==> config.mk <==
export PLATFORM = sky130hd
export DESIGN_NAME = asn1_time_to_epoch_seconds_top
export DESIGN_NICKNAME = d
export VERILOG_FILES = /design/src/asn1t_pkg.sv /design/src/asn1_time_to_epoch_seconds_top.sv
export VERILOG_INCLUDE_DIRS = /design/src /design/src/src
export SDC_FILE = /design/constraint.sdc
export NUM_CORES = 1
export LEC_CHECK = 0
export BUFFER_PORTS_ARGS = -buffer_cell sky130_fd_sc_hd__buf_4
export CAP_MARGIN = 20
export CELL_PAD_IN_SITES_DETAIL_PLACEMENT = 1
export CELL_PAD_IN_SITES_GLOBAL_PLACEMENT = 1
export CORE_UTILIZATION = 30
export DETAILED_ROUTE_END_ITERATION = 12
export HOLD_SLACK_MARGIN = 0.12
export PLACE_DENSITY_LB_ADDON = 0.2
export SETUP_SLACK_MARGIN = 0.1
export SLEW_MARGIN = 20
export SYNTH_ARGS = -nofsm -noshare
export SYNTH_HDL_FRONTEND = slang
export SYNTH_SLANG_ARGS = --single-unit
==> constraint.sdc <==
create_clock -name clk -period 7 [get_ports clk]
set_input_delay 0.35 -clock clk [delete_from_list [all_inputs] [get_ports clk]]
set_output_delay 0.35 -clock clk [all_outputs]
set_load 0.05 [all_outputs]
==> src/asn1_time_to_epoch_seconds_top_defines.svh <==
// assertion macros for the time string decoder
`ifndef ASN1_TIME_TO_EPOCH_SECONDS_TOP_DEFINES_SVH
`define ASN1_TIME_TO_EPOCH_SECONDS_TOP_DEFINES_SVH

// same-cycle implication
`define A1T_ASSERT_NOW(label, clk, rst, ante, cons, msg) \
  label: assert property (@(posedge clk) disable iff (rst) (ante) |-> (cons)) else $error(msg);

// next-cycle implication
`define A1T_ASSERT_NEXT(label, clk, rst, ante, cons, msg) \
  label: assert property (@(posedge clk) disable iff (rst) (ante) |=> (cons)) else $error(msg);

`endif

==> src/asn1t_pkg.sv <==
// types, constants and microcode for the time string decoder
`default_nettype none
package asn1t_pkg;

  localparam int SEC_W       = 39;
  localparam int STORE_DEPTH = 15;
  localparam int PC_W        = 5;

  localparam logic [7:0] ASCII_ZERO = 8'h30;
  localparam logic [7:0] ASCII_NINE = 8'h39;
  localparam logic [4:0] COUNT_MAX  = 5'd31;
  localparam logic [4:0] MIN_LEN    = 5'd13;
  localparam logic [4:0] GEN_LEN    = 5'd15;
  localparam logic [4:0] POS_YEAR_LO = 5'd4;
  localparam logic [6:0] YY_PIVOT   = 7'd50;
  localparam logic [6:0] CENT_20    = 7'd20;
  localparam logic [6:0] CENT_19    = 7'd19;
  localparam logic [3:0] BASE_GEN   = 4'd4;
  localparam logic [3:0] BASE_UTC   = 4'd2;
  localparam logic [SEC_W-1:0] EPOCH_YEAR = 39'd1970;
  localparam logic [SEC_W-1:0] LEAP_BASE  = 39'd574;
  localparam logic [SEC_W-1:0] DAYS_YEAR  = 39'd365;
  localparam logic [SEC_W-1:0] SECS_DAY   = 39'd86400;
  localparam logic [PC_W-1:0]  PC_FIN     = 5'd25;

  typedef enum logic [4:0] {
    OP_NOP, OP_HI, OP_LO_C, OP_LO_YY, OP_LO_MON, OP_LO_DAY, OP_LO_HOUR,
    OP_LO_MIN, OP_LO_SEC, OP_CENT, OP_YEAR, OP_MUL365, OP_LEAP, OP_MONTH,
    OP_MULDAY, OP_HMS, OP_FIN
  } op_t;

  typedef enum logic [1:0] {
    COND_NONE, COND_SHORT, COND_UTC, COND_ALWAYS
  } cond_t;

  typedef struct packed {
    op_t             op;
    logic            rd_rel;
    logic [3:0]      rd_off;
    cond_t           cond;
    logic [PC_W-1:0] target;
  } ctrl_t;

  function automatic ctrl_t ucode_rom(input logic [PC_W-1:0] pc);
    ctrl_t cw;
    cw = '{OP_NOP, 1'b0, 4'd0, COND_NONE, 5'd0};
    case (pc)
      5'd0:  cw = '{OP_NOP,     1'b0, 4'd0, COND_SHORT,  PC_FIN};
      5'd1:  cw = '{OP_NOP,     1'b0, 4'd0, COND_UTC,    5'd6};
      5'd2:  cw = '{OP_HI,      1'b0, 4'd1, COND_NONE,   5'd0};
      5'd3:  cw = '{OP_LO_C,    1'b0, 4'd2, COND_NONE,   5'd0};
      5'd4:  cw = '{OP_HI,      1'b0, 4'd3, COND_NONE,   5'd0};
      5'd5:  cw = '{OP_LO_YY,   1'b1, 4'd0, COND_ALWAYS, 5'd9};
      5'd6:  cw = '{OP_HI,      1'b0, 4'd1, COND_NONE,   5'd0};
      5'd7:  cw = '{OP_LO_YY,   1'b1, 4'd0, COND_NONE,   5'd0};
      5'd8:  cw = '{OP_CENT,    1'b1, 4'd0, COND_NONE,   5'd0};
      5'd9:  cw = '{OP_HI,      1'b1, 4'd1, COND_NONE,   5'd0};
      5'd10: cw = '{OP_LO_MON,  1'b1, 4'd2, COND_NONE,   5'd0};
      5'd11: cw = '{OP_HI,      1'b1, 4'd3, COND_NONE,   5'd0};
      5'd12: cw = '{OP_LO_DAY,  1'b1, 4'd4, COND_NONE,   5'd0};
      5'd13: cw = '{OP_HI,      1'b1, 4'd5, COND_NONE,   5'd0};
      5'd14: cw = '{OP_LO_HOUR, 1'b1, 4'd6, COND_NONE,   5'd0};
      5'd15: cw = '{OP_HI,      1'b1, 4'd7, COND_NONE,   5'd0};
      5'd16: cw = '{OP_LO_MIN,  1'b1, 4'd8, COND_NONE,   5'd0};
      5'd17: cw = '{OP_HI,      1'b1, 4'd9, COND_NONE,   5'd0};
      5'd18: cw = '{OP_LO_SEC,  1'b0, 4'd0, COND_NONE,   5'd0};
      5'd19: cw = '{OP_YEAR,    1'b0, 4'd0, COND_NONE,   5'd0};
      5'd20: cw = '{OP_MUL365,  1'b0, 4'd0, COND_NONE,   5'd0};
      5'd21: cw = '{OP_LEAP,    1'b0, 4'd0, COND_NONE,   5'd0};
      5'd22: cw = '{OP_MONTH,   1'b0, 4'd0, COND_NONE,   5'd0};
      5'd23: cw = '{OP_MULDAY,  1'b0, 4'd0, COND_NONE,   5'd0};
      5'd24: cw = '{OP_HMS,     1'b0, 4'd0, COND_NONE,   5'd0};
      5'd25: cw = '{OP_FIN,     1'b0, 4'd0, COND_NONE,   5'd0};
      default: cw = '{OP_NOP,   1'b0, 4'd0, COND_NONE,   5'd0};
    endcase
    return cw;
  endfunction

  // days before the first of each month, non-leap year
  function automatic logic [8:0] month_offset(input logic [6:0] mon);
    logic [8:0] d;
    d = 9'd0;
    case (mon)
      7'd1:  d = 9'd0;
      7'd2:  d = 9'd31;
      7'd3:  d = 9'd59;
      7'd4:  d = 9'd90;
      7'd5:  d = 9'd120;
      7'd6:  d = 9'd151;
      7'd7:  d = 9'd181;
      7'd8:  d = 9'd212;
      7'd9:  d = 9'd243;
      7'd10: d = 9'd273;
      7'd11: d = 9'd304;
      7'd12: d = 9'd334;
      default: d = 9'd0;
    endcase
    return d;
  endfunction

endpackage
`default_nettype wire

==> src/asn1_time_to_epoch_seconds_top.sv <==
// time string decoder: character store, microcoded date sequencer, result register
// characters are taken one per cycle while busy is low; the last one starts the sequencer
// after the last character the sequencer reads a four-digit year, or a two-digit year with
// a pivot century; a string shorter than thirteen characters goes straight to the finish step
// one microcode step per cycle, with one store read per step
// synchronous active-high reset clears the count, the sequencer and done; store is not cleared
`default_nettype none
`include "asn1_time_to_epoch_seconds_top_defines.svh"
module asn1_time_to_epoch_seconds_top (
  input  wire logic                               clk,
  input  wire logic                               rst,
  input  wire logic                               start,
  input  wire logic [7:0]                         character,
  input  wire logic                               last_char,
  output logic                                    busy,
  output logic                                    done,
  output logic signed [asn1t_pkg::SEC_W-1:0]      epoch_seconds,
  output logic                                    bad
);
  import asn1t_pkg::*;

  logic [7:0]            store [STORE_DEPTH];
  logic [7:0]            rdata;
  logic [3:0]            raddr;
  logic [4:0]            count;
  logic [4:0]            count_inc;
  logic                  pos4_digit;
  logic                  short_len;
  logic                  gen;
  logic [PC_W-1:0]       pc;
  logic [PC_W-1:0]       pc_next;
  ctrl_t                 cw;
  logic                  jump;
  logic                  accept;
  logic                  ok;
  logic [3:0]            tens;
  logic [6:0]            f_c, f_yy, f_mon, f_day, f_hour, f_min, f_sec;
  logic [SEC_W-1:0]      acc;
  logic                  rd_digit;
  logic [3:0]            dig;
  logic [6:0]            pair_val;
  logic [13:0]           year_w;
  logic [7:0]            cent_sh;
  logic [7:0]            cent_m1;
  logic [6:0]            yy_m1;
  logic [11:0]           leap_cnt;
  logic                  leap_adj;
  logic [19:0]           hms;
  logic signed [SEC_W-1:0] year_ext;
  logic signed [SEC_W-1:0] day_ext;
  logic                  bad_now;

  assign accept    = start && !busy;
  assign count_inc = (count < COUNT_MAX) ? count + 5'd1 : count;
  assign cw        = ucode_rom(pc);

  // input side
  always_ff @(posedge clk) begin
    if (accept && (count < 5'(STORE_DEPTH))) begin
      store[count[3:0]] <= character;
    end
  end

  always_ff @(posedge clk) begin
    if (rst) begin
      count      <= '0;
      pos4_digit <= 1'b0;
      short_len  <= 1'b0;
      gen        <= 1'b0;
    end else if (accept) begin
      if (count == POS_YEAR_LO) begin
        pos4_digit <= (character inside {[ASCII_ZERO:ASCII_NINE]});
      end
      if (last_char) begin
        count     <= '0;
        short_len <= (count_inc < MIN_LEN);
        gen       <= (count_inc >= GEN_LEN) &&
                     ((count == POS_YEAR_LO) ?
                      (character inside {[ASCII_ZERO:ASCII_NINE]}) : pos4_digit);
      end else begin
        count <= count_inc;
      end
    end
  end

  // store read port
  assign raddr = cw.rd_rel ? ((gen ? BASE_GEN : BASE_UTC) + cw.rd_off) : cw.rd_off;

  always_ff @(posedge clk) begin
    rdata <= store[raddr];
  end

  // sequencer
  always_comb begin
    case (cw.cond)
      COND_SHORT:  jump = short_len;
      COND_UTC:    jump = !gen;
      COND_ALWAYS: jump = 1'b1;
      default:     jump = 1'b0;
    endcase
    pc_next = jump ? cw.target : pc + 5'd1;
  end

  always_ff @(posedge clk) begin
    if (rst) begin
      busy <= 1'b0;
      pc   <= '0;
      done <= 1'b0;
    end else begin
      done <= 1'b0;
      if (!busy) begin
        if (accept && last_char) begin
          busy <= 1'b1;
          pc   <= '0;
        end
      end else if (cw.op == OP_FIN) begin
        busy <= 1'b0;
        done <= 1'b1;
      end else begin
        pc <= pc_next;
      end
    end
  end

  // datapath
  assign rd_digit = rdata inside {[ASCII_ZERO:ASCII_NINE]};
  assign dig      = 4'(rdata - ASCII_ZERO);
  assign pair_val = 7'({3'b000, tens} * 7'd10) + {3'b000, dig};
  assign year_w   = 14'({7'd0, f_c} * 14'd100) + {7'd0, f_yy};
  assign cent_sh  = {1'b0, f_c} + 8'd4;
  assign cent_m1  = cent_sh - 8'd1;
  assign yy_m1    = f_yy - 7'd1;

  always_comb begin
    if (f_yy == 7'd0) begin
      leap_cnt = 12'({4'd0, cent_sh} * 12'd24) + {6'd0, cent_m1[7:2]};
      leap_adj = (f_mon > 7'd2) && (f_c[1:0] == 2'b00);
    end else begin
      leap_cnt = 12'({4'd0, cent_sh} * 12'd24) + {7'd0, yy_m1[6:2]} + {6'd0, cent_sh[7:2]};
      leap_adj = (f_mon > 7'd2) && (f_yy[1:0] == 2'b00);
    end
  end

  assign hms = 20'({13'd0, f_hour} * 20'd3600) + 20'({13'd0, f_min} * 20'd60)
             + {13'd0, f_sec};
  assign year_ext = SEC_W'($signed(acc[15:0]));
  assign day_ext  = SEC_W'($signed(acc[23:0]));
  assign bad_now  = short_len || !ok || (f_mon == 7'd0) || (f_mon > 7'd12);

  always_ff @(posedge clk) begin
    if (busy) begin
      case (cw.op)
        OP_HI:      tens   <= dig;
        OP_LO_C:    f_c    <= pair_val;
        OP_LO_YY:   f_yy   <= pair_val;
        OP_LO_MON:  f_mon  <= pair_val;
        OP_LO_DAY:  f_day  <= pair_val;
        OP_LO_HOUR: f_hour <= pair_val;
        OP_LO_MIN:  f_min  <= pair_val;
        OP_LO_SEC:  f_sec  <= pair_val;
        OP_CENT:    f_c    <= (f_yy < YY_PIVOT) ? CENT_20 : CENT_19;
        OP_YEAR:    acc    <= {25'd0, year_w} - EPOCH_YEAR;
        OP_MUL365:  acc    <= SEC_W'(year_ext * $signed(DAYS_YEAR));
        OP_LEAP:    acc    <= acc + {27'd0, leap_cnt} - LEAP_BASE;
        OP_MONTH:   acc    <= acc + {30'd0, month_offset(f_mon)} + {38'd0, leap_adj}
                              + {32'd0, f_day} - 39'd1;
        OP_MULDAY:  acc    <= SEC_W'(day_ext * $signed(SECS_DAY));
        OP_HMS:     acc    <= acc + {19'd0, hms};
        OP_FIN: begin
          bad           <= bad_now;
          epoch_seconds <= bad_now ? '0 : $signed(acc);
        end
        default: ;
      endcase
    end
  end

  // digit check flag
  always_ff @(posedge clk) begin
    if (rst) begin
      ok <= 1'b1;
    end else if (!busy) begin
      ok <= 1'b1;
    end else if ((cw.op inside {OP_HI, OP_LO_C, OP_LO_YY, OP_LO_MON, OP_LO_DAY,
                                OP_LO_HOUR, OP_LO_MIN, OP_LO_SEC}) && !rd_digit) begin
      ok <= 1'b0;
    end
  end

  `A1T_ASSERT_NOW(a_done_idle, clk, rst, done, !busy, "result word while sequencer busy")
  `A1T_ASSERT_NOW(a_bad_zero, clk, rst, done && bad, epoch_seconds == '0, "bad word not zero")
  `A1T_ASSERT_NEXT(a_last_starts, clk, rst, start && !busy && last_char, busy && (pc == '0),
                   "last character did not start sequencer")
  `A1T_ASSERT_NEXT(a_fin_done, clk, rst, busy && (cw.op == OP_FIN), done && !busy,
                   "finish step gave no result word")

endmodule
`default_nettype wire
Word level (Yosys, flattened, before mapping). Memories as Yosys holds them, arrays and structs flattened. A register that Yosys moved wholly into a read port is not among the register bits. Cells that the tools add are included.

Register bits after elaboration: 148. Memory bits (writable): 120. Memory bits (read-only): 688. Input bits: 12. Output and inout port bits: 42. Memories kept: 3.

Memory list: (no name shown) (words 32, width 17, read ports 1, clocked after Yosys merged registers in 1, write ports 0, RTL line asn1t_pkg.sv:47) `case (pc)`; (no name shown) (words 16, width 9, read ports 1, clocked after Yosys merged registers in 1, write ports 0, RTL line asn1t_pkg.sv:83) `case (mon)`; store (words 15, width 8, read ports 1, clocked after Yosys merged registers in 1, write ports 1, RTL line asn1_time_to_epoch_seconds_top.sv:22) `logic [7:0] store [STORE_DEPTH];`.

Add/sub/neg operators: 22. $mul: 7. Order comparisons: 11. Eq/ne operators: 21. Muxes and demuxes: 27. Bitwise logic cells: 1. Reduce and logical (&&, ||, !) cells: 38.

Operators with widths (number): $pmux W39 S6 (1); $eq A5 B4 Y1 const B (8); $mux W5 (8); $add A39 B1 Y39 (1); $add A39 B12 Y39 (1); $add A39 B20 Y39 (1); $add A39 B7 Y39 (1); $add A39 B9 Y39 (1); $sub A39 B1 Y39 const B (1); $sub A39 B10 Y39 const B (1); $mul A24 B11 Y32 const B (1); $mux W9 (3); $mul A16 B10 Y26 const B (1); $eq A5 B3 Y1 const B (5); $add A12 B6 Y12 (2); $reduce_and A2 Y1 (12); $add A19 B13 Y20 (1); $add A20 B7 Y20 (1); $ge A8 B6 Y1 const B (2); $le A8 B6 Y1 const B (2); $mul A7 B8 Y15 const B (1); $sub A14 B11 Y15 const B (1); $add A14 B7 Y14 (1); $logic_not A7 Y1 (2); 40 further kinds (68).

Depth between registers and ports, before layout. Gate-level depths: netlist of the first run.

Depth in word-level cells: 9. Gate-level depth with buffers: 28. Depth with buffers taken out: 28.

Worst setup path before layout of the first run. Ideal clock, no wire load.

Kind: reg2reg. Start: register f_c[2]. End: register acc[35] (data pin). Library setup time: 259 ps. Data arrival time: 5734 ps. Required time: 6741 ps. Path slack: 1007 ps. Cell stages (with the launch flop): 29. Clock period less this slack: 5993 ps. Cells stage by stage: edfxtp_1 ha_1 xor2_1 inv_1 ha_1 nand2_1 nand2_1 xnor2_1 ha_1 inv_1 fa_1 nor2b_1 o21ai_0 a22oi_1 nand3_1 or2_2 xnor2_1 ha_1 inv_1 ha_1 nand2_1 o21ai_0 a211o_1 a31o_2 a311oi_1 o21ai_0 a31oi_1 xnor2_1 a211o_1.

Cells in the longest elaborated chain, start to end: 8. Elaborated cells on any way between the ends: 13. Classes of those cells: 9 x add/sub; 2 x mul; 2 x mux.

RTL lines: from (decl) (RTL line asn1_time_to_epoch_seconds_top.sv:37) `logic [6:0] f_c, f_yy, f_mon, f_day, f_hour, f_min, f_sec;`; from (signal assigned) (RTL line asn1_time_to_epoch_seconds_top.sv:154) `OP_LO_C: f_c <= pair_val;`; from (signal assigned) (RTL line asn1_time_to_epoch_seconds_top.sv:161) `OP_CENT: f_c <= (f_yy < YY_PIVOT) ? CENT_20 : CENT_19;`; $add A7 B3 Y8 (RTL line asn1_time_to_epoch_seconds_top.sv:130) `assign cent_sh = {1'b0, f_c} + 8'd4;`; $mul A8 B2 Y9 (RTL line asn1_time_to_epoch_seconds_top.sv:136, asn1_time_to_epoch_seconds_top.sv:139); $add A12 B5 Y12 (RTL line asn1_time_to_epoch_seconds_top.sv:139) `leap_cnt = 12'({4'd0, cent_sh} * 12'd24) + {7'd0, yy_m1[6:2]} + {6'd0, cent_sh[7:2]};`; $add A12 B6 Y12 (RTL line asn1_time_to_epoch_seconds_top.sv:139); $mux W12 (RTL line asn1_time_to_epoch_seconds_top.sv:135) `if (f_yy == 7'd0) begin`; $add A39 B12 Y39 (RTL line asn1_time_to_epoch_seconds_top.sv:164) `OP_LEAP: acc <= acc + {27'd0, leap_cnt} - LEAP_BASE;`; $sub A39 B10 Y39 (RTL line asn1_time_to_epoch_seconds_top.sv:164); $pmux W39 S6 (*) (RTL line asn1_time_to_epoch_seconds_top.sv:152) `case (cw.op)`; to (signal assigned) (RTL line asn1_time_to_epoch_seconds_top.sv:163) `OP_MUL365: acc <= SEC_W'(year_ext * $signed(DAYS_YEAR));`; to (signal assigned) (RTL line asn1_time_to_epoch_seconds_top.sv:164); to (signal assigned) (RTL line asn1_time_to_epoch_seconds_top.sv:165) `OP_MONTH: acc <= acc + {30'd0, month_offset(f_mon)} + {38'd0, leap_adj}`; to (decl) (RTL line asn1_time_to_epoch_seconds_top.sv:38) `logic [SEC_W-1:0] acc;`.

Every way passes the cells marked *; elsewhere a longest branch is shown, timed or not. A chain may end at the register's enable or synchronous reset.

Worst setup path in the final report of the first run.
Start: register acc[7]. End: register acc[38] (data pin).

Cells in the longest elaborated chain, start to end: 5. Elaborated cells on any way between the ends: 10. Classes of those cells: 7 x add/sub; 2 x mul; 1 x mux.

RTL lines: from (signal assigned) (RTL line asn1_time_to_epoch_seconds_top.sv:162) `OP_YEAR: acc <= {25'd0, year_w} - EPOCH_YEAR;`; from (signal assigned) (RTL line asn1_time_to_epoch_seconds_top.sv:163); from (signal assigned) (RTL line asn1_time_to_epoch_seconds_top.sv:164); $add A39 B9 Y39 (RTL line asn1_time_to_epoch_seconds_top.sv:165); $add A39 B1 Y39 (RTL line asn1_time_to_epoch_seconds_top.sv:165); $add A39 B7 Y39 (RTL line asn1_time_to_epoch_seconds_top.sv:166) `+ {32'd0, f_day} - 39'd1;`; $sub A39 B1 Y39 (RTL line asn1_time_to_epoch_seconds_top.sv:166); $pmux W39 S6 (*) (RTL line asn1_time_to_epoch_seconds_top.sv:152).

Marks and branches as above.

==> results.sh, run 1 <==
export IMPL_grt_pass1_vias=25400
export IMPL_async_reset_ff_frac=0
export IMPL_n_antenna_cell=0
export IMPL_arrival_ps=7060
export IMPL_crit_top_cell="fa_1"
export IMPL_worst_setup_path_start_kind="flop"
export IMPL_port_buffers=53
export IMPL_cts_tree="yes"
export IMPL_reg2reg_from="acc[7]$_DFFE_PP_"
export IMPL_use_met1=0.249
export IMPL_ys_ff_latch=299
export IMPL_avgViaCountPerCell=5.16
export IMPL_dr_first_iter_drc_count=1133
export IMPL_stdcell_area_um2=34200
export IMPL_r2r_slack_ps=250
export IMPL_top_usage_layer="met2"
export IMPL_cpPeakStageDelay_ps=730
export IMPL_fin_setup_tns_ps=0
export IMPL_cts_made_buffers=36
export IMPL_power_switching_mw=1.15
export IMPL_grt_overflow_total=0
export IMPL_root_buffer="clkbuf_16"
export IMPL_min_to="count[3]$_SDFFE_PP0P_"
export IMPL_yosysSeqAreaShare=0.280
export IMPL_synth_edf_count=252
export IMPL_synthCells=3054
export IMPL_cpLargestDelayFamily="adder cells"
export IMPL_n_fill_cell=11400
export IMPL_antenna_found_initial=3
export IMPL_cts_sinks=299
export IMPL_p_sw_frac=0.263
export IMPL_slowest_stage="edfxtp_1"
export IMPL_power_density_nw_per_um2=128
export IMPL_avgRoutedWirePerCell_um=22.7
export IMPL_synth_ff_type="edfxtp_1"
export IMPL_min_period_ps=6750
export IMPL_slew_headroom=0.208
export IMPL_hold_path_class="input pin to flop"
export IMPL_drcViolationCount=0
export IMPL_htreeDepth=2
export IMPL_p_clk_frac=0.435
export IMPL_hold_viol_final=0
export IMPL_dr_pass1_iters=5
export IMPL_gp_congestion=0.904
export IMPL_die_area_um2=102000
export IMPL_cp_num_buf_inv=4
export IMPL_ff2ff_path_depth=19
export IMPL_worst_pin_slew_ps=1180
export IMPL_initial_core_util=0.303
export IMPL_status="finished clean"
export IMPL_worstSetupEndpointType="flop"
export IMPL_use_met3=0.0176
export IMPL_hp_start="start"
export IMPL_ant_nets=0
export IMPL_cp_required_ps=7310
export IMPL_yosysTopAreaCell="edfxtp_1"
export IMPL_reg2reg_to="acc[38]$_DFFE_PP_"
export IMPL_cp_cell_sequence="ha_1 > fa_1 > inv_1 > fa_1 > fa_1 > inv_1 > fa_1 > ha_1 > o21a_1 > nor2_1 > a211oi_1 > buf_4 > o41ai_2 > o31a_1 > xnor2_1 > a32oi_2 > nand4_1 > buf_4 > or4_1"
export IMPL_grt_max_degree=41
export IMPL_cp_depth=19
export IMPL_yosysTopAreaCellShare=0.249
export IMPL_syn_area_um2=30300
export IMPL_p_int_mw=3.23
export IMPL_seq_power_share=0.457
export IMPL_nets=3828
export IMPL_max_clock_path_buffers=3
export IMPL_critPathKind="flop to flop"
export IMPL_synthTopCellsByCount="494 x inv_1, 446 x ha_1, 252 x edfxtp_1, 215 x nor2_1, 194 x fa_1"
export IMPL_core_area_um2=100000
export IMPL_yosysWarnings=0
export IMPL_vias=23200
export IMPL_cp_startpoint="acc[7]$_DFFE_PP_"
export IMPL_layout_drive_gt1_share=0.0896
export IMPL_p_comb_frac=0.108
export IMPL_crit_fanout=7
export IMPL_post_synth_top_count_cell="inv_1"
export IMPL_area_growth_pct=12.6
export IMPL_hold_depth=4
export IMPL_synth_area_leaders="edfxtp_1 25%, ha_1 18%, fa_1 13%"
export IMPL_syn_nets=3706
export IMPL_ios=54
export IMPL_finalCritPeriodShare=0.964
export IMPL_fmax_ghz=0.148
export IMPL_grt_pass1_wl_um=156000
export IMPL_fin_skew_ps=33.0
export IMPL_clk_pin_slew_ps=70
export IMPL_dp_hpwl_um=83400
export IMPL_peakVddDrop_v=0.000134
export IMPL_ys_types=86
export IMPL_maxCapViolations=0
export IMPL_clock_insertion_delay_worst_skew_ps=590
export IMPL_postPlaceCellArea_um2=32700
export IMPL_slew_viol_final=0
export IMPL_die_height_um=320
export IMPL_met2_usage=0.366
export IMPL_rsz0062_at_grt="true"
export IMPL_p_leak_nw=15.0
export IMPL_setup_viol=0
export IMPL_syn_avg_cell_area_um2=9.94
export IMPL_die_w_um=320
export IMPL_rows=116
export IMPL_grt_usage=0.200
export IMPL_routed_wl_um=102000
==> layout make-up <==
type | count | area [µm²] | area share
inverter | 494 | 1850 | 0.0543
clock inverter | 21 | 213 | 0.00623
tap | 1298 | 1620 | 0.0475
sequential | 299 | 8510 | 0.249
timing repair buffer | 143 | 1100 | 0.0322
clock buffer | 44 | 962 | 0.0282
multi-input combinational | 2202 | 19900 | 0.583
==> stage by stage <==
stage / hold WS [ps] / cells / power, mW / setup WS (ps) / utilization
floorplan: 429 / 3054 / 2.33 / 1010 / -
global placement: 462 / 4420 / 2.50 / 252 / 0.327
detailed placement: 463 / 4420 / 2.52 / 47.6 / 0.327
CTS: 238 / 4495 / 4.45 / 101 / 0.340
global route: 291 / 4501 / 4.54 / 26.4 / 0.341
finish: 269 / 4501 / 4.38 / 250 / 0.341
==> sequential cells by signal, summed over array words and instances, names as in the netlist, 8 cells and up, named ones only <==
| signal | count |
|---|---|
| store | 120 |
| acc | 39 |
| epoch_seconds | 39 |
| cw | 14 |
| rdata | 8 |
==> power by group through the flow <==
stage	Sequential (mW)	Clock, mW	Combinational (mW)
5_1_grt	2.01	2.01	0.519
4_1_cts	2.00	1.96	0.481
6_report	2.00	1.91	0.473
3_3_place_gp	2.04	0	0.462
2_1_floorplan	2.03	0	0.308
3_5_place_dp	2.04	0	0.474
==> what timing repair did <==
action	4_1_cts	5_1_grt
setup endpoints to repair	1	21
hold buffers	10	0
buffers inserted	0	6
gates cloned	0	0
resized for setup	1	17
endpoints found under the hold margin	130	0
==> worst max path at each step <==
stage,to,slack (ps)
2_1_floorplan,acc[35]$_DFFE_PP_,1010
3_3_place_gp,acc[36]$_DFFE_PP_,250
3_5_place_dp,acc[36]$_DFFE_PP_,50
4_1_cts,acc[35]$_DFFE_PP_,100
5_1_grt,acc[38]$_DFFE_PP_,30
6_report,acc[38]$_DFFE_PP_,250
==> worst register-to-register path: cells and delay by family (launching register included) <==
family | cells | cell delay, ps
fa+ha+maj | 6 | 2870
flops | 1 | 730
compound gates | 5 | 1480
simple gates | 3 | 700
buf+inv | 4 | 470
xor+xnor | 1 | 240
==> layout by cell type (no fill, tap or decap), types with 25 or more instances in the layout <==
master     synthesis  layout
a21o_1            50      50
a21oi_1          166     165
a31oi_1           27      26
buf_4              0     133
clkbuf_16          0      37
dfxtp_1           47      46
edfxtp_1         252     252
fa_1             194     194
ha_1             446     445
inv_1            494     493
mux2i_1           26      25
mux4_2            33      33
nand2_1          151     151
nand2b_1          33      33
nand3_1           49      49
nor2_1           215     212
nor3_1            59      56
o211ai_1          27      27
o21a_1            26      26
o21ai_0          104     101
xnor2_1          152     146
xor2_1            65      64
==> logic make-up after synthesis <==
group                      count (synthesis)  share of synthesized area
adders and majority gates                640                      0.312
buffers and inverters                    553                     0.0690
DFF                                      299                      0.280
muxes                                     62                     0.0343
and+or+nand+nor                          660                      0.104
xor gates and xnor gates                 217                     0.0626
AOI/OAI and AO/OA                        623                      0.138
==> layer usage <==
| metal | vias up | wire [µm] |
|---|---|---|
| li1 | 10900 | - |
| met1 | 11800 | 44500 |
| met2 | 436 | 51700 |
| met3 | 139 | 3140 |
| met4 | 0 | 3040 |
| met5 | - | 0 |
Power figures use the tool's default switching activity.
==> run 2: changes to the inputs <==
--- a/config.mk
+++ b/config.mk
@@ -11,9 +11,10 @@
 export CELL_PAD_IN_SITES_DETAIL_PLACEMENT = 1
 export CELL_PAD_IN_SITES_GLOBAL_PLACEMENT = 1
 export CORE_UTILIZATION = 30
+export CTS_CLUSTER_DIAMETER = 100
 export DETAILED_ROUTE_END_ITERATION = 12
 export HOLD_SLACK_MARGIN = 0.12
-export PLACE_DENSITY_LB_ADDON = 0.2
+export PLACE_DENSITY_LB_ADDON = 0.12
 export SETUP_SLACK_MARGIN = 0.1
 export SLEW_MARGIN = 20
 export SYNTH_ARGS = -nofsm -noshare
==> constraint.sdc (replaced) <==
create_clock -name clk -period 7.7 [get_ports clk]
set_input_delay 0.385 -clock clk [delete_from_list [all_inputs] [get_ports clk]]
set_output_delay 0.385 -clock clk [all_outputs]
set_load 0.05 [all_outputs]
==> run 2 against run 1 <==
- register-to-register slack improved by 250 ps
- die area did not move
- final cell count fell by 0.29%
- critical path depth rose by 4
- core utilization barely moved
- wire length rose by 3.5%
- total power fell by 2.4%
- critical path type unchanged
- combinational power fell by 7.2%
- first-iteration DRC count rose by 3.2%
- clock skew rose by 9.2 ps
- largest power group is now clock
- global-route usage rose by 0.77 points
==> results.sh, run 2 (same netlist as run 1, synthesis figures left out) <==
export IMPL_grt_pass1_vias=25000
export IMPL_routed_wl_um=106000
export IMPL_hold_depth=4
export IMPL_cts_tree="yes"
export IMPL_n_antenna_cell=0
export IMPL_vias=23100
export IMPL_power_density_nw_per_um2=125
export IMPL_dp_hpwl_um=85300
export IMPL_grt_usage=0.208
export IMPL_maxCapViolations=0
export IMPL_worst_setup_path_start_kind="flop"
export IMPL_hold_viol_final=0
export IMPL_fin_cells=4488
export IMPL_fin_skew_ps=42.2
export IMPL_avgViaCountPerCell=5.14
export IMPL_grt_pass1_wl_um=160000
export IMPL_arrival_ps=7540
export IMPL_fmax_ghz=0.139
export IMPL_port_buffers=53
export IMPL_reg2reg_from="f_min[0]$_DFFE_PP_"
export IMPL_rows=116
export IMPL_avgRoutedWirePerCell_um=23.6
export IMPL_worst_pin_slew_ps=1100
export IMPL_nets=3808
export IMPL_stdcell_area_um2=34200
export IMPL_fin_setup_tns_ps=0
export IMPL_gp_congestion=0.855
export IMPL_slew_headroom=0.264
export IMPL_max_clock_path_buffers=3
export IMPL_min_to="count[2]$_SDFFE_PP0P_"
export IMPL_dr_pass1_iters=5
export IMPL_cts_sinks=299
export IMPL_critPathKind="flop to flop"
export IMPL_clk_pin_slew_ps=60
export IMPL_cts_made_buffers=44
export IMPL_crit_top_cell="fa_1"
export IMPL_root_buffer="clkbuf_16"
export IMPL_layout_drive_gt1_share=0.0834
export IMPL_dp_cells=4391
export IMPL_clock_insertion_delay_worst_skew_ps=620
export IMPL_worstSetupEndpointType="flop"
export IMPL_status="finished clean"
export IMPL_ff2ff_path_depth=23
export IMPL_setup_viol=0
export IMPL_die_height_um=320
export IMPL_rsz0062_at_grt="false"
export IMPL_initial_core_util=0.303
export IMPL_r2r_slack_ps=500
export IMPL_cpLargestDelayFamily="compound AO/OA/AOI/OAI gates"
export IMPL_cp_required_ps=8040
export IMPL_hp_start="start"
export IMPL_cpPeakStageDelay_ps=760
export IMPL_min_period_ps=7200
export IMPL_hold_path_class="input pin to flop"
export IMPL_dr_first_iter_drc_count=1169
export IMPL_finalCritPeriodShare=0.935
export IMPL_cp_num_buf_inv=2
export IMPL_antenna_found_initial=2
export IMPL_crit_fanout=8
export IMPL_peakVddDrop_v=0.000151
export IMPL_final_common_cell="inv_1"
export IMPL_htreeDepth=2
export IMPL_ant_nets=0
export IMPL_grt_overflow_total=0
export IMPL_grt_max_degree=41
export IMPL_p_leak_nw=14.9
export IMPL_ios=54
export IMPL_slew_viol_final=0
export IMPL_area_growth_pct=12.6
export IMPL_die_w_um=320
export IMPL_mostFrequentLayoutCells="493 x inv_1, 446 x ha_1, 252 x edfxtp_1"
export IMPL_core_area_um2=100000
export IMPL_place_ws_ps=430
export IMPL_postPlaceCellArea_um2=32600
export IMPL_slowest_stage="o21ai_1"
export IMPL_cp_cell_sequence="fa_1 > fa_1 > inv_1 > fa_1 > inv_1 > a21oi_1 > o21ai_0 > a21oi_1 > o21bai_1 > a21o_1 > a21oi_1 > xnor2_1 > fa_1 > ha_1 > ha_1 > nand2_1 > o21ai_0 > a22o_1 > o21ai_1 > nor2_1 > xnor2_1 > a2111o_1 > a211o_1"
export IMPL_setup_slack_ps=498
export IMPL_largest_reg_flops=120
export IMPL_drcViolationCount=0
export IMPL_die_area_um2=102000
export IMPL_reg2reg_to="acc[24]$_DFFE_PP_"
run 2: changes by cell type in the layout (fill, tap and decap cells not counted), sizes merged:
cell / before / now
bufinv: 2 / 1
inv: 496 / 501
clkinv: 17 / 15
buf: 133 / 104
clkbuf: 44 / 52
dlygate4sd3: 10 / 11
clkinvlp: 0 / 5
run 2: worst max-delay path by stage:
stage                       startpoint                end  slack (ps)  cells after the start
floorplan             f_c[2]$_DFFE_PP_  acc[35]$_DFFE_PP_        1710                     28
global route        f_min[0]$_DFFE_PP_  acc[24]$_DFFE_PP_         150                     23
global placement    f_min[0]$_DFFE_PP_  acc[38]$_DFFE_PP_         630                     23
finish              f_min[0]$_DFFE_PP_  acc[24]$_DFFE_PP_         500                     23
CTS                 f_min[0]$_DFFE_PP_  acc[38]$_DFFE_PP_         340                     23
detailed placement  f_min[0]$_DFFE_PP_  acc[38]$_DFFE_PP_         430                     23
run 2: tightest hold or removal path, stage by stage:
cell	delay, ps
buf_4	90
nand2_1	160
nor2_1	150
nor3_1	50
run 2: metrics by stage:
step / hold slack [ps] / power (mW) / util
finish: 270 / 4.28 / 0.341
global route: 269 / 4.43 / 0.341
CTS: 235 / 4.35 / 0.341
detailed placement: 500 / 2.30 / 0.325
global placement: 488 / 2.29 / 0.325
floorplan: 429 / 2.12 / -
run 2: repair_timing:
action                     in CTS  in global routing
setup endpoints to repair       0                  7
hold buffers                   11                  0
gates resized for setup         0                  3
hold endpoints to repair      121                  0
setup buffers                   0                  6
run 2: power by group:
group / internal, mW / switching, mW
registers: 1.80 / 0.0247
clock network: 1.14 / 0.881
logic: 0.166 / 0.273
run 2: final cells by class:
class                      instances  area [µm²]
clock buffer                      52        1160
clock inverter                    28         270
fill                           11400       66000
inverter                         494        1850
multi-input combinational       2202       19800
sequential                       299        8510
tap                             1298        1620
timing repair buffer             115         911
run 2: layer usage:
| layer | share of wire | global-route usage | up-vias |
|---|---|---|---|
| met5 | 0 | 0 | - |
| met4 | 0.022 | 0.0460 | 0 |
| met3 | 0.028 | 0.0187 | 109 |
| met2 | 0.48 | 0.360 | 361 |
| met1 | 0.47 | 0.279 | 11700 |
| li1 | - | - | 10900 |
